--- src/hw/rtl/ctf_pkg.sv ---
// Shared constants and types for the contour fingertip finder.
package ctf_pkg;

    localparam int COORD_BITS   = 12;
    localparam int MAX_TIPS     = 8;
    localparam int DIST_BITS    = 2 * COORD_BITS + 1;
    localparam int COUNT_BITS   = $clog2(MAX_TIPS + 1);
    localparam int HOLD_BITS    = 8;
    localparam int CFG_BITS     = 12;
    localparam int TIP_NUM_BITS = 4;
    localparam int S_DATA_BITS  = ((2 * COORD_BITS + 7) / 8) * 8;
    localparam int M_FIELD_BITS = 2 * COORD_BITS + TIP_NUM_BITS;
    localparam int M_DATA_BITS  = ((M_FIELD_BITS + 7) / 8) * 8;

    localparam logic [HOLD_BITS-1:0] HOLD_LIMIT_RESET = 8'd40;
    localparam logic [CFG_BITS-1:0]  MIN_GAP_RESET    = 12'd20;

    typedef enum logic [1:0] {
        CFG_CENTER_X   = 2'd0,
        CFG_CENTER_Y   = 2'd1,
        CFG_HOLD_LIMIT = 2'd2,
        CFG_MIN_GAP    = 2'd3
    } cfg_index_t;

    typedef enum logic [1:0] {
        ST_IDLE,
        ST_SQUARE,
        ST_DECIDE
    } state_t;

    // Point held alongside the distance pipeline
    typedef struct packed {
        logic [COORD_BITS-1:0] x;
        logic [COORD_BITS-1:0] y;
        logic                  first;
    } point_t;

    // Control fed to the tip cell row
    typedef struct packed {
        logic                  shift;
        logic [COORD_BITS-1:0] col;
        logic [CFG_BITS-1:0]   gap;
    } chain_ctrl_t;

    function automatic logic [COORD_BITS-1:0] abs_diff(input logic [COORD_BITS-1:0] a,
                                                      input logic [COORD_BITS-1:0] b);
        abs_diff = (a > b) ? (a - b) : (b - a);
    endfunction

endpackage

--- src/hw/rtl/contour_fingertip_finder_top.sv ---
// Top level of the contour fingertip finder.
//
//  channel  dir  handshake            payload
//  s_       in   s_tvalid/s_tready    contour point, first-point flag
//  m_       out  m_tvalid/m_tready    fingertip, list position, dropped flag
//  cfg_     in   cfg_valid/cfg_ready  register index and write data
//
// Sequence: each point passes a squaring state, which squares the centre offsets,
// and a decision state, which sums, compares with the held maximum and runs the
// tip cell row. The next point is taken in the decision state, so the squaring
// multipliers hold off the next point while the last one is squared.
// Reset: synchronous, active low; no clearing pass, tip cells are gated by
// the tip count.
// Stalls: a result waiting in the output register holds the decision cycle
// until it is taken; config writes are always accepted.
module contour_fingertip_finder_top (
    input  logic                            aclk,
    input  logic                            aresetn,
    // s_tdata: point_x, point_y
    input  logic                            s_tvalid,
    output logic                            s_tready,
    input  logic [ctf_pkg::S_DATA_BITS-1:0] s_tdata,
    // s_tuser: first_point
    input  logic                            s_tuser,
    // config write channel
    input  logic                            cfg_valid,
    output logic                            cfg_ready,
    input  logic [1:0]                      cfg_index,
    input  logic [ctf_pkg::CFG_BITS-1:0]    cfg_data,
    // m_tdata: tip_x, tip_y, tip_number
    output logic                            m_tvalid,
    input  logic                            m_tready,
    output logic [ctf_pkg::M_DATA_BITS-1:0] m_tdata,
    // m_tuser: tip_dropped
    output logic                            m_tuser
);

    localparam int CB = ctf_pkg::COORD_BITS;

    // configuration registers
    logic [ctf_pkg::CFG_BITS-1:0]  center_x_reg, center_y_reg, min_gap_reg;
    logic [ctf_pkg::HOLD_BITS-1:0] hold_limit_reg;

    // running state
    ctf_pkg::state_t                state_reg, state_next;
    logic [ctf_pkg::DIST_BITS-1:0]  best_distance_reg, best_distance_next;
    logic [CB-1:0]                  best_x_reg, best_x_next;
    logic [CB-1:0]                  best_y_reg, best_y_next;
    logic [ctf_pkg::HOLD_BITS-1:0]  hold_counter_reg, hold_counter_next;
    logic [ctf_pkg::COUNT_BITS-1:0] tip_count_reg, tip_count_next;

    // output register
    logic                             m_tvalid_reg, m_tvalid_next;
    logic [CB-1:0]                    out_x_reg, out_y_reg;
    logic [ctf_pkg::TIP_NUM_BITS-1:0] out_num_reg, out_num_next;
    logic                             out_drop_reg, out_drop_next;

    // FSM outputs
    logic load, square_en, decide_go;

    // datapath
    logic [CB-1:0]                  cx, cy;
    ctf_pkg::point_t                pt_in, pt;
    logic [ctf_pkg::DIST_BITS-1:0]  sq_dist, eff_best;
    logic [ctf_pkg::HOLD_BITS-1:0]  eff_hold;
    logic [ctf_pkg::COUNT_BITS-1:0] eff_count;
    logic [ctf_pkg::HOLD_BITS:0]    hold_inc;
    logic [ctf_pkg::MAX_TIPS-1:0]   cell_en;
    ctf_pkg::chain_ctrl_t           chain_ctrl;
    logic                           gap_hit, fire, store;

    assign cx = CB'(center_x_reg);
    assign cy = CB'(center_y_reg);

    assign pt_in.x     = s_tdata[CB-1:0];
    assign pt_in.y     = s_tdata[2*CB-1:CB];
    assign pt_in.first = s_tuser;

    // config: taken on any cycle; the user must write it only while idle, the block does not enforce this
    assign cfg_ready = 1'b1;

    always_ff @(posedge aclk) begin
        if (!aresetn) begin
            center_x_reg   <= '0;
            center_y_reg   <= '0;
            hold_limit_reg <= ctf_pkg::HOLD_LIMIT_RESET;
            min_gap_reg    <= ctf_pkg::MIN_GAP_RESET;
        end else if (cfg_valid) begin
            case (cfg_index)
                ctf_pkg::CFG_CENTER_X:   center_x_reg   <= cfg_data;
                ctf_pkg::CFG_CENTER_Y:   center_y_reg   <= cfg_data;
                ctf_pkg::CFG_HOLD_LIMIT: hold_limit_reg <= cfg_data[ctf_pkg::HOLD_BITS-1:0];
                ctf_pkg::CFG_MIN_GAP:    min_gap_reg    <= cfg_data;
                default: ;
            endcase
        end
    end

    // next state
    always_comb begin
        state_next = state_reg;
        case (state_reg)
            ctf_pkg::ST_IDLE: begin
                if (s_tvalid) state_next = ctf_pkg::ST_SQUARE;
            end
            ctf_pkg::ST_SQUARE: begin
                state_next = ctf_pkg::ST_DECIDE;
            end
            ctf_pkg::ST_DECIDE: begin
                if (!m_tvalid_reg || m_tready) begin
                    state_next = s_tvalid ? ctf_pkg::ST_SQUARE : ctf_pkg::ST_IDLE;
                end
            end
            default: state_next = ctf_pkg::ST_IDLE;
        endcase
    end

    // FSM outputs
    always_comb begin
        square_en = 1'b0;
        decide_go = 1'b0;
        s_tready  = 1'b0;
        case (state_reg)
            ctf_pkg::ST_IDLE:   s_tready  = 1'b1;
            ctf_pkg::ST_SQUARE: square_en = 1'b1;
            ctf_pkg::ST_DECIDE: begin
                decide_go = !m_tvalid_reg || m_tready;
                s_tready  = decide_go;
            end
            default: ;
        endcase
        load = s_tvalid && s_tready;
    end

    ctf_dist_unit u_dist (
        .aclk    (aclk),
        .load    (load),
        .step    (square_en),
        .pt_in   (pt_in),
        .cx      (cx),
        .cy      (cy),
        .pt_out  (pt),
        .sq_dist (sq_dist)
    );

    // a first point clears the run before it is weighed
    assign eff_best  = pt.first ? '0 : best_distance_reg;
    assign eff_hold  = pt.first ? '0 : hold_counter_reg;
    assign eff_count = pt.first ? '0 : tip_count_reg;
    assign hold_inc  = {1'b0, eff_hold} + 1'b1;

    always_comb begin
        for (int i = 0; i < ctf_pkg::MAX_TIPS; i++) begin
            cell_en[i] = ctf_pkg::COUNT_BITS'(i) < eff_count;
        end
    end

    // judged point is always the held one, never the point just in
    assign chain_ctrl.col   = best_x_reg;
    assign chain_ctrl.gap   = min_gap_reg;
    assign chain_ctrl.shift = store;

    ctf_tip_chain u_chain (
        .aclk (aclk),
        .ctrl (chain_ctrl),
        .en   (cell_en),
        .hit  (gap_hit)
    );

    // decision
    always_comb begin
        best_distance_next = eff_best;
        best_x_next        = pt.first ? '0 : best_x_reg;
        best_y_next        = pt.first ? '0 : best_y_reg;
        hold_counter_next  = eff_hold;
        tip_count_next     = eff_count;
        fire               = 1'b0;
        store              = 1'b0;
        out_num_next       = '0;
        out_drop_next      = 1'b0;
        if (sq_dist > eff_best) begin
            best_distance_next = sq_dist;
            best_x_next        = pt.x;
            best_y_next        = pt.y;
        end else if (sq_dist != eff_best) begin
            if (hold_inc <= {1'b0, hold_limit_reg}) begin
                hold_counter_next = hold_inc[ctf_pkg::HOLD_BITS-1:0];
            end else begin
                hold_counter_next  = '0;
                best_distance_next = '0;
                // below the palm centre, or too near a stored tip: no result
                if (!(cy < best_y_reg) && !gap_hit) begin
                    fire = decide_go;
                    if (eff_count < ctf_pkg::COUNT_BITS'(ctf_pkg::MAX_TIPS)) begin
                        store          = decide_go;
                        out_num_next   = ctf_pkg::TIP_NUM_BITS'(eff_count);
                        tip_count_next = eff_count + 1'b1;
                    end else begin
                        out_drop_next = 1'b1;
                    end
                end
            end
        end
        m_tvalid_next = fire ? 1'b1 : (m_tready ? 1'b0 : m_tvalid_reg);
    end

    always_ff @(posedge aclk) begin
        if (!aresetn) begin
            state_reg         <= ctf_pkg::ST_IDLE;
            best_distance_reg <= '0;
            best_x_reg        <= '0;
            best_y_reg        <= '0;
            hold_counter_reg  <= '0;
            tip_count_reg     <= '0;
            m_tvalid_reg      <= 1'b0;
        end else begin
            state_reg    <= state_next;
            m_tvalid_reg <= m_tvalid_next;
            if (decide_go) begin
                best_distance_reg <= best_distance_next;
                best_x_reg        <= best_x_next;
                best_y_reg        <= best_y_next;
                hold_counter_reg  <= hold_counter_next;
                tip_count_reg     <= tip_count_next;
            end
        end
    end

    // result payload, loaded only when a tip is reported
    always_ff @(posedge aclk) begin
        if (fire) begin
            out_x_reg    <= best_x_reg;
            out_y_reg    <= best_y_reg;
            out_num_reg  <= out_num_next;
            out_drop_reg <= out_drop_next;
        end
    end

    assign m_tvalid = m_tvalid_reg;
    assign m_tdata  = ctf_pkg::M_DATA_BITS'({out_num_reg, out_y_reg, out_x_reg});
    assign m_tuser  = out_drop_reg;

endmodule

--- src/hw/rtl/ctf_dist_unit.sv ---
// Squared distance pipeline: registered differences, then registered squares.
module ctf_dist_unit (
    input  logic                             aclk,
    input  logic                             load,
    input  logic                             step,
    input  ctf_pkg::point_t                  pt_in,
    input  logic [ctf_pkg::COORD_BITS-1:0]   cx,
    input  logic [ctf_pkg::COORD_BITS-1:0]   cy,
    output ctf_pkg::point_t                  pt_out,
    output logic [ctf_pkg::DIST_BITS-1:0]    sq_dist
);

    logic [ctf_pkg::COORD_BITS-1:0]   dx_reg, dy_reg;
    logic [2*ctf_pkg::COORD_BITS-1:0] sqx_reg, sqy_reg;
    ctf_pkg::point_t                  pt_reg;

    always_ff @(posedge aclk) begin
        if (load) begin
            dx_reg <= ctf_pkg::abs_diff(pt_in.x, cx);
            dy_reg <= ctf_pkg::abs_diff(pt_in.y, cy);
            pt_reg <= pt_in;
        end
        if (step) begin
            sqx_reg <= dx_reg * dx_reg;
            sqy_reg <= dy_reg * dy_reg;
        end
    end

    assign sq_dist = {1'b0, sqx_reg} + {1'b0, sqy_reg};
    assign pt_out  = pt_reg;

endmodule

--- src/hw/rtl/ctf_tip_cell.sv ---
// One stored tip column with its own closeness compare.
module ctf_tip_cell (
    input  logic                           aclk,
    input  logic                           en,
    input  ctf_pkg::chain_ctrl_t           ctrl,
    input  logic [ctf_pkg::COORD_BITS-1:0] col_in,
    input  logic                           hit_in,
    output logic [ctf_pkg::COORD_BITS-1:0] col_out,
    output logic                           hit_out
);

    logic [ctf_pkg::COORD_BITS-1:0] col_reg;
    logic [ctf_pkg::COORD_BITS-1:0] gap;

    always_ff @(posedge aclk) begin
        if (ctrl.shift) begin
            col_reg <= col_in;
        end
    end

    assign gap     = ctf_pkg::abs_diff(ctrl.col, col_reg);
    assign hit_out = hit_in | (en & ({{ctf_pkg::CFG_BITS{1'b0}}, gap} <
                                     {{ctf_pkg::COORD_BITS{1'b0}}, ctrl.gap}));
    assign col_out = col_reg;

endmodule

--- src/hw/rtl/ctf_tip_chain.sv ---
// Row of tip cells: new tips enter at cell 0 and push older ones along.
module ctf_tip_chain (
    input  logic                         aclk,
    input  ctf_pkg::chain_ctrl_t         ctrl,
    input  logic [ctf_pkg::MAX_TIPS-1:0] en,
    output logic                         hit
);

    logic [ctf_pkg::COORD_BITS-1:0] col_link [ctf_pkg::MAX_TIPS+1];
    logic [ctf_pkg::MAX_TIPS:0]     hit_link;

    assign col_link[0] = ctrl.col;
    assign hit_link[0] = 1'b0;

    for (genvar i = 0; i < ctf_pkg::MAX_TIPS; i++) begin : g_cell
        ctf_tip_cell u_cell (
            .aclk    (aclk),
            .en      (en[i]),
            .ctrl    (ctrl),
            .col_in  (col_link[i]),
            .hit_in  (hit_link[i]),
            .col_out (col_link[i+1]),
            .hit_out (hit_link[i+1])
        );
    end

    // last cell's column falls off the end; only shifted when the row has room
    assign hit = hit_link[ctf_pkg::MAX_TIPS];

endmodule

--- config.mk ---
export PLATFORM = sky130hd
export DESIGN_NAME = contour_fingertip_finder_top
export DESIGN_NICKNAME = d
export VERILOG_FILES = /design/src/hw/rtl/ctf_pkg.sv /design/src/hw/rtl/contour_fingertip_finder_top.sv /design/src/hw/rtl/ctf_dist_unit.sv /design/src/hw/rtl/ctf_tip_cell.sv /design/src/hw/rtl/ctf_tip_chain.sv
export SDC_FILE = /design/constraint.sdc
export NUM_CORES = 2
export LEC_CHECK = 0
export BUFFER_PORTS_ARGS = -buffer_cell sky130_fd_sc_hd__buf_2
export CAP_MARGIN = 20
export CORE_ASPECT_RATIO = 1.4
export CORE_MARGIN = 1
export CORE_UTILIZATION = 30
export DETAILED_ROUTE_END_ITERATION = 10
export GPL_TIMING_DRIVEN = 0
export SLEW_MARGIN = 5
export SYNTH_ARGS = -nofsm -noshare
export SYNTH_HDL_FRONTEND = slang
export SYNTH_SLANG_ARGS = --single-unit
--- constraint.sdc ---
create_clock -name aclk -period 18.2 [get_ports aclk]
set_input_delay 3.64 -clock aclk [delete_from_list [all_inputs] [get_ports aclk]]
set_output_delay 3.64 -clock aclk [all_outputs]
set_load 0.01 [all_outputs]
==> metrics.yaml <==
status: "complete, no violations"
die_w_um: 279
cp-end-kind: "flop"
seq_area_um2: 8770
criticalPathCategory: "reg -> reg"
min_from: "u_chain.g_cell[5].u_cell.col_out[11]"
ys_seq_area_frac: 0.272
vias_per_cell: 4.91
yosys_warnings: 0
crit_buf_inv: 7
grt_usage: 0.163
postCtsSetupBuffers: 0
final_cells: 4961
power_uw: 5640
drt_iter0_drc: 1178
maxSlewViolCount: 0
setup_viol: 0
hold_path.class: "reg -> reg"
timing.slew.headroom: 0.265
initial_utilization: 0.304
drt-total-wl_mm: 88.6
whs_ps: 451
use_met2: 0.307
crit_path_start_kind: "flop"
num_rows: 141
hold_viol_final: 0
area_delta_synth_final_pct: 11.9
cts.sinks: 328
met1_usage: 0.173
cts_resized: 0
worstMarginPinSlew_ps: 1090
synth-edff-count: 220
ys_types: 94
ioPinCount: 80
fin_area_um2: 36000
die_area_um2: 109000
antenna_left: 0
crit_family: "simple AND/OR/NAND/NOR gates"
fin_skew_ps: 26.2
period_share: 0.500
grt_pass1_vias: 25173
vdd_drop_max_v: 0.000191
firstDrtPassIters: 5
clockBufferDepth: 3
met3_usage: 0.0252
drive_above_1_share: 0.0727
path_clk_slew_ps: 60
grt_first_pass_wirelength_mm: 137
slowest_delay_ps: 990
rr_startpoint: "best_x_reg[6]"
antenna_found_initial: 32
synthFlopType: "edfxtp_1"
synth-seq-cells: 328
syn_inst: 3344
numCtsBuffers: 43
avgSynthCellArea_um2: 9.63
dp_hpwl_mm: 72.9
top_usage_layer: "met2"
routedWlPerCell_um: 17.9
dp_slack_ps: 9240
placed_cells: 4868
io_buffers: 74
postCtsHoldBufs: 0
cp_max_fo: 13
largest_reg_flops: 96
layout_setup_ws_ps: 9090
crit_required_ps: 18470
leakagePower_uw: 0.0156
multi_input_area_um2: 21300
h-tree-depth: 2
vias: 24361
gp_congestion: 0.917
core_um2: 106000
clockRootBuffer: "clkbuf_16"
fin_nets: 4207
fill_cells: 10955
tritoncts: "built"
syn_area_um2: 32200
drc: 0
crit_arrival_ps: 9380
rsz0062_at_grt: "no"
grt_overflow_total: 0
placed_cell_area_um2: 34600
die_h_um: 390
grt_max_degree: 26
synthArstFlopShare: 0
period_minus_slack_ps: 9110
slowest_stage: "dfxtp_1"
crit_start: "best_x_reg[6]"
power_density_nw_per_um2: 157
insertion_delay_ps: 580
maxCapViolCount: 0
fmax_ghz: 0.110
-- power breakdown --
part	total (uW)	internal (uW)	switching, uW
Combinational	3700	1620	2070
Clock	852	499	353
Sequential	1090	1040	56.8
Total	5640	3160	2480
-- per-layer routing --
metal,share of wire,vias up,wire (um)
li1,-,11867,-
met1,0.38,11765,33300
met2,0.52,492,46000
met3,0.049,217,4310
met4,0.055,20,4890
met5,0.0012,-,104
-- Yosys cell counts, types with 6 or more instances --
| cell | count | area share |
|---|---|---|
| a21o_1 | 80 | 0.019 |
| fa_1 | 176 | 0.11 |
| a221oi_1 | 10 | 0.0027 |
| o21ai_0 | 103 | 0.016 |
| inv_1 | 459 | 0.054 |
| nand4_1 | 37 | 0.0072 |
| or3_1 | 10 | 0.0019 |
| xor2_1 | 52 | 0.014 |
| a21boi_0 | 33 | 0.0077 |
| nand2_1 | 165 | 0.019 |
| a21oi_1 | 208 | 0.032 |
| nand3_1 | 39 | 0.0061 |
| buf_2 | 13 | 0.0020 |
| o21a_1 | 30 | 0.0070 |
| xnor2_1 | 113 | 0.031 |
| nor3_1 | 43 | 0.0067 |
| a2111oi_0 | 7 | 0.0019 |
| a31oi_1 | 25 | 0.0049 |
| o221ai_1 | 6 | 0.0016 |
| mux2i_1 | 73 | 0.023 |
| nand2b_1 | 48 | 0.0093 |
| dfxtp_1 | 108 | 0.067 |
| and2_1 | 103 | 0.020 |
| edfxtp_1 | 220 | 0.21 |
| ha_1 | 503 | 0.20 |
| clkbuf_1 | 77 | 0.0090 |
| o21bai_1 | 41 | 0.0096 |
| mux2_2 | 31 | 0.011 |
| a22o_1 | 9 | 0.0024 |
| o211ai_1 | 17 | 0.0040 |
| o21ai_1 | 15 | 0.0023 |
| a211o_1 | 7 | 0.0019 |
| a221o_1 | 6 | 0.0019 |
| nor2b_1 | 125 | 0.024 |
| and3_1 | 17 | 0.0033 |
| a22oi_1 | 45 | 0.010 |
| or2_2 | 10 | 0.0019 |
| o31ai_1 | 6 | 0.0014 |
| and4_1 | 7 | 0.0019 |
| a211oi_1 | 15 | 0.0035 |
| nor2_1 | 146 | 0.017 |
-- layout by cell type (no fill, tap or decap), drive strengths merged, types with 34 or more instances in the layout --
cell,Yosys,routed
a21boi,35,35
a21o,80,80
a21oi,211,211
a22oi,45,45
and2,104,104
buf,21,112
clkbuf,77,133
dfxtp,108,108
edfxtp,220,220
fa,176,176
ha,503,503
inv,459,462
mux2,34,34
mux2i,73,73
nand2,165,165
nand2b,48,48
nand3,39,39
nand4,37,37
nor2,149,149
nor2b,125,125
nor3,43,43
o21ai,121,121
o21bai,41,41
xnor2,113,113
xor2,52,52
-- layout make-up --
type | instances | area share
Antenna cell | 12 | 0.000834
Buffer | 98 | 0.0112
Clock buffer | 56 | 0.0336
Clock inverter | 24 | 0.00545
Inverter | 459 | 0.0478
Multi-Input combinational cell | 2463 | 0.592
Sequential cell | 328 | 0.243
Tap cell | 1430 | 0.0497
Timing Repair Buffer | 91 | 0.0156
-- worst paths after layout --
kind                                     endpoint  slack, ps  cells past startpoint
max reg2reg   u_chain.g_cell[0].u_cell.col_out[0]       9090                     28
min          u_chain.g_cell[6].u_cell.col_out[11]        450                      0
min reg2reg  u_chain.g_cell[6].u_cell.col_out[11]        450                      0
max           u_chain.g_cell[0].u_cell.col_out[0]       9090                     28
-- metrics by stage --
stage          setup TNS [ps]  utilization
6_report                    0        0.340
5_1_grt                     0        0.339
4_1_cts                     0        0.339
3_5_place_dp                0        0.326
3_3_place_gp           -28990        0.324
2_1_floorplan               0            -
-- cell families (layout without fill, tap and decap cells) --
family,Yosys count,in the layout,synth area share
buffers and inverters,557,728,0.0660
adder cells (fa/ha/maj),679,679,0.305
other,2,18,0.000233
AO/OA/AOI/OAI,729,729,0.151
multiplexers,107,107,0.0347
XOR/XNOR,165,165,0.0449
AND/OR/NAND/NOR,777,777,0.126
flip-flops,328,328,0.272
(Power assumes the default switching activity.)
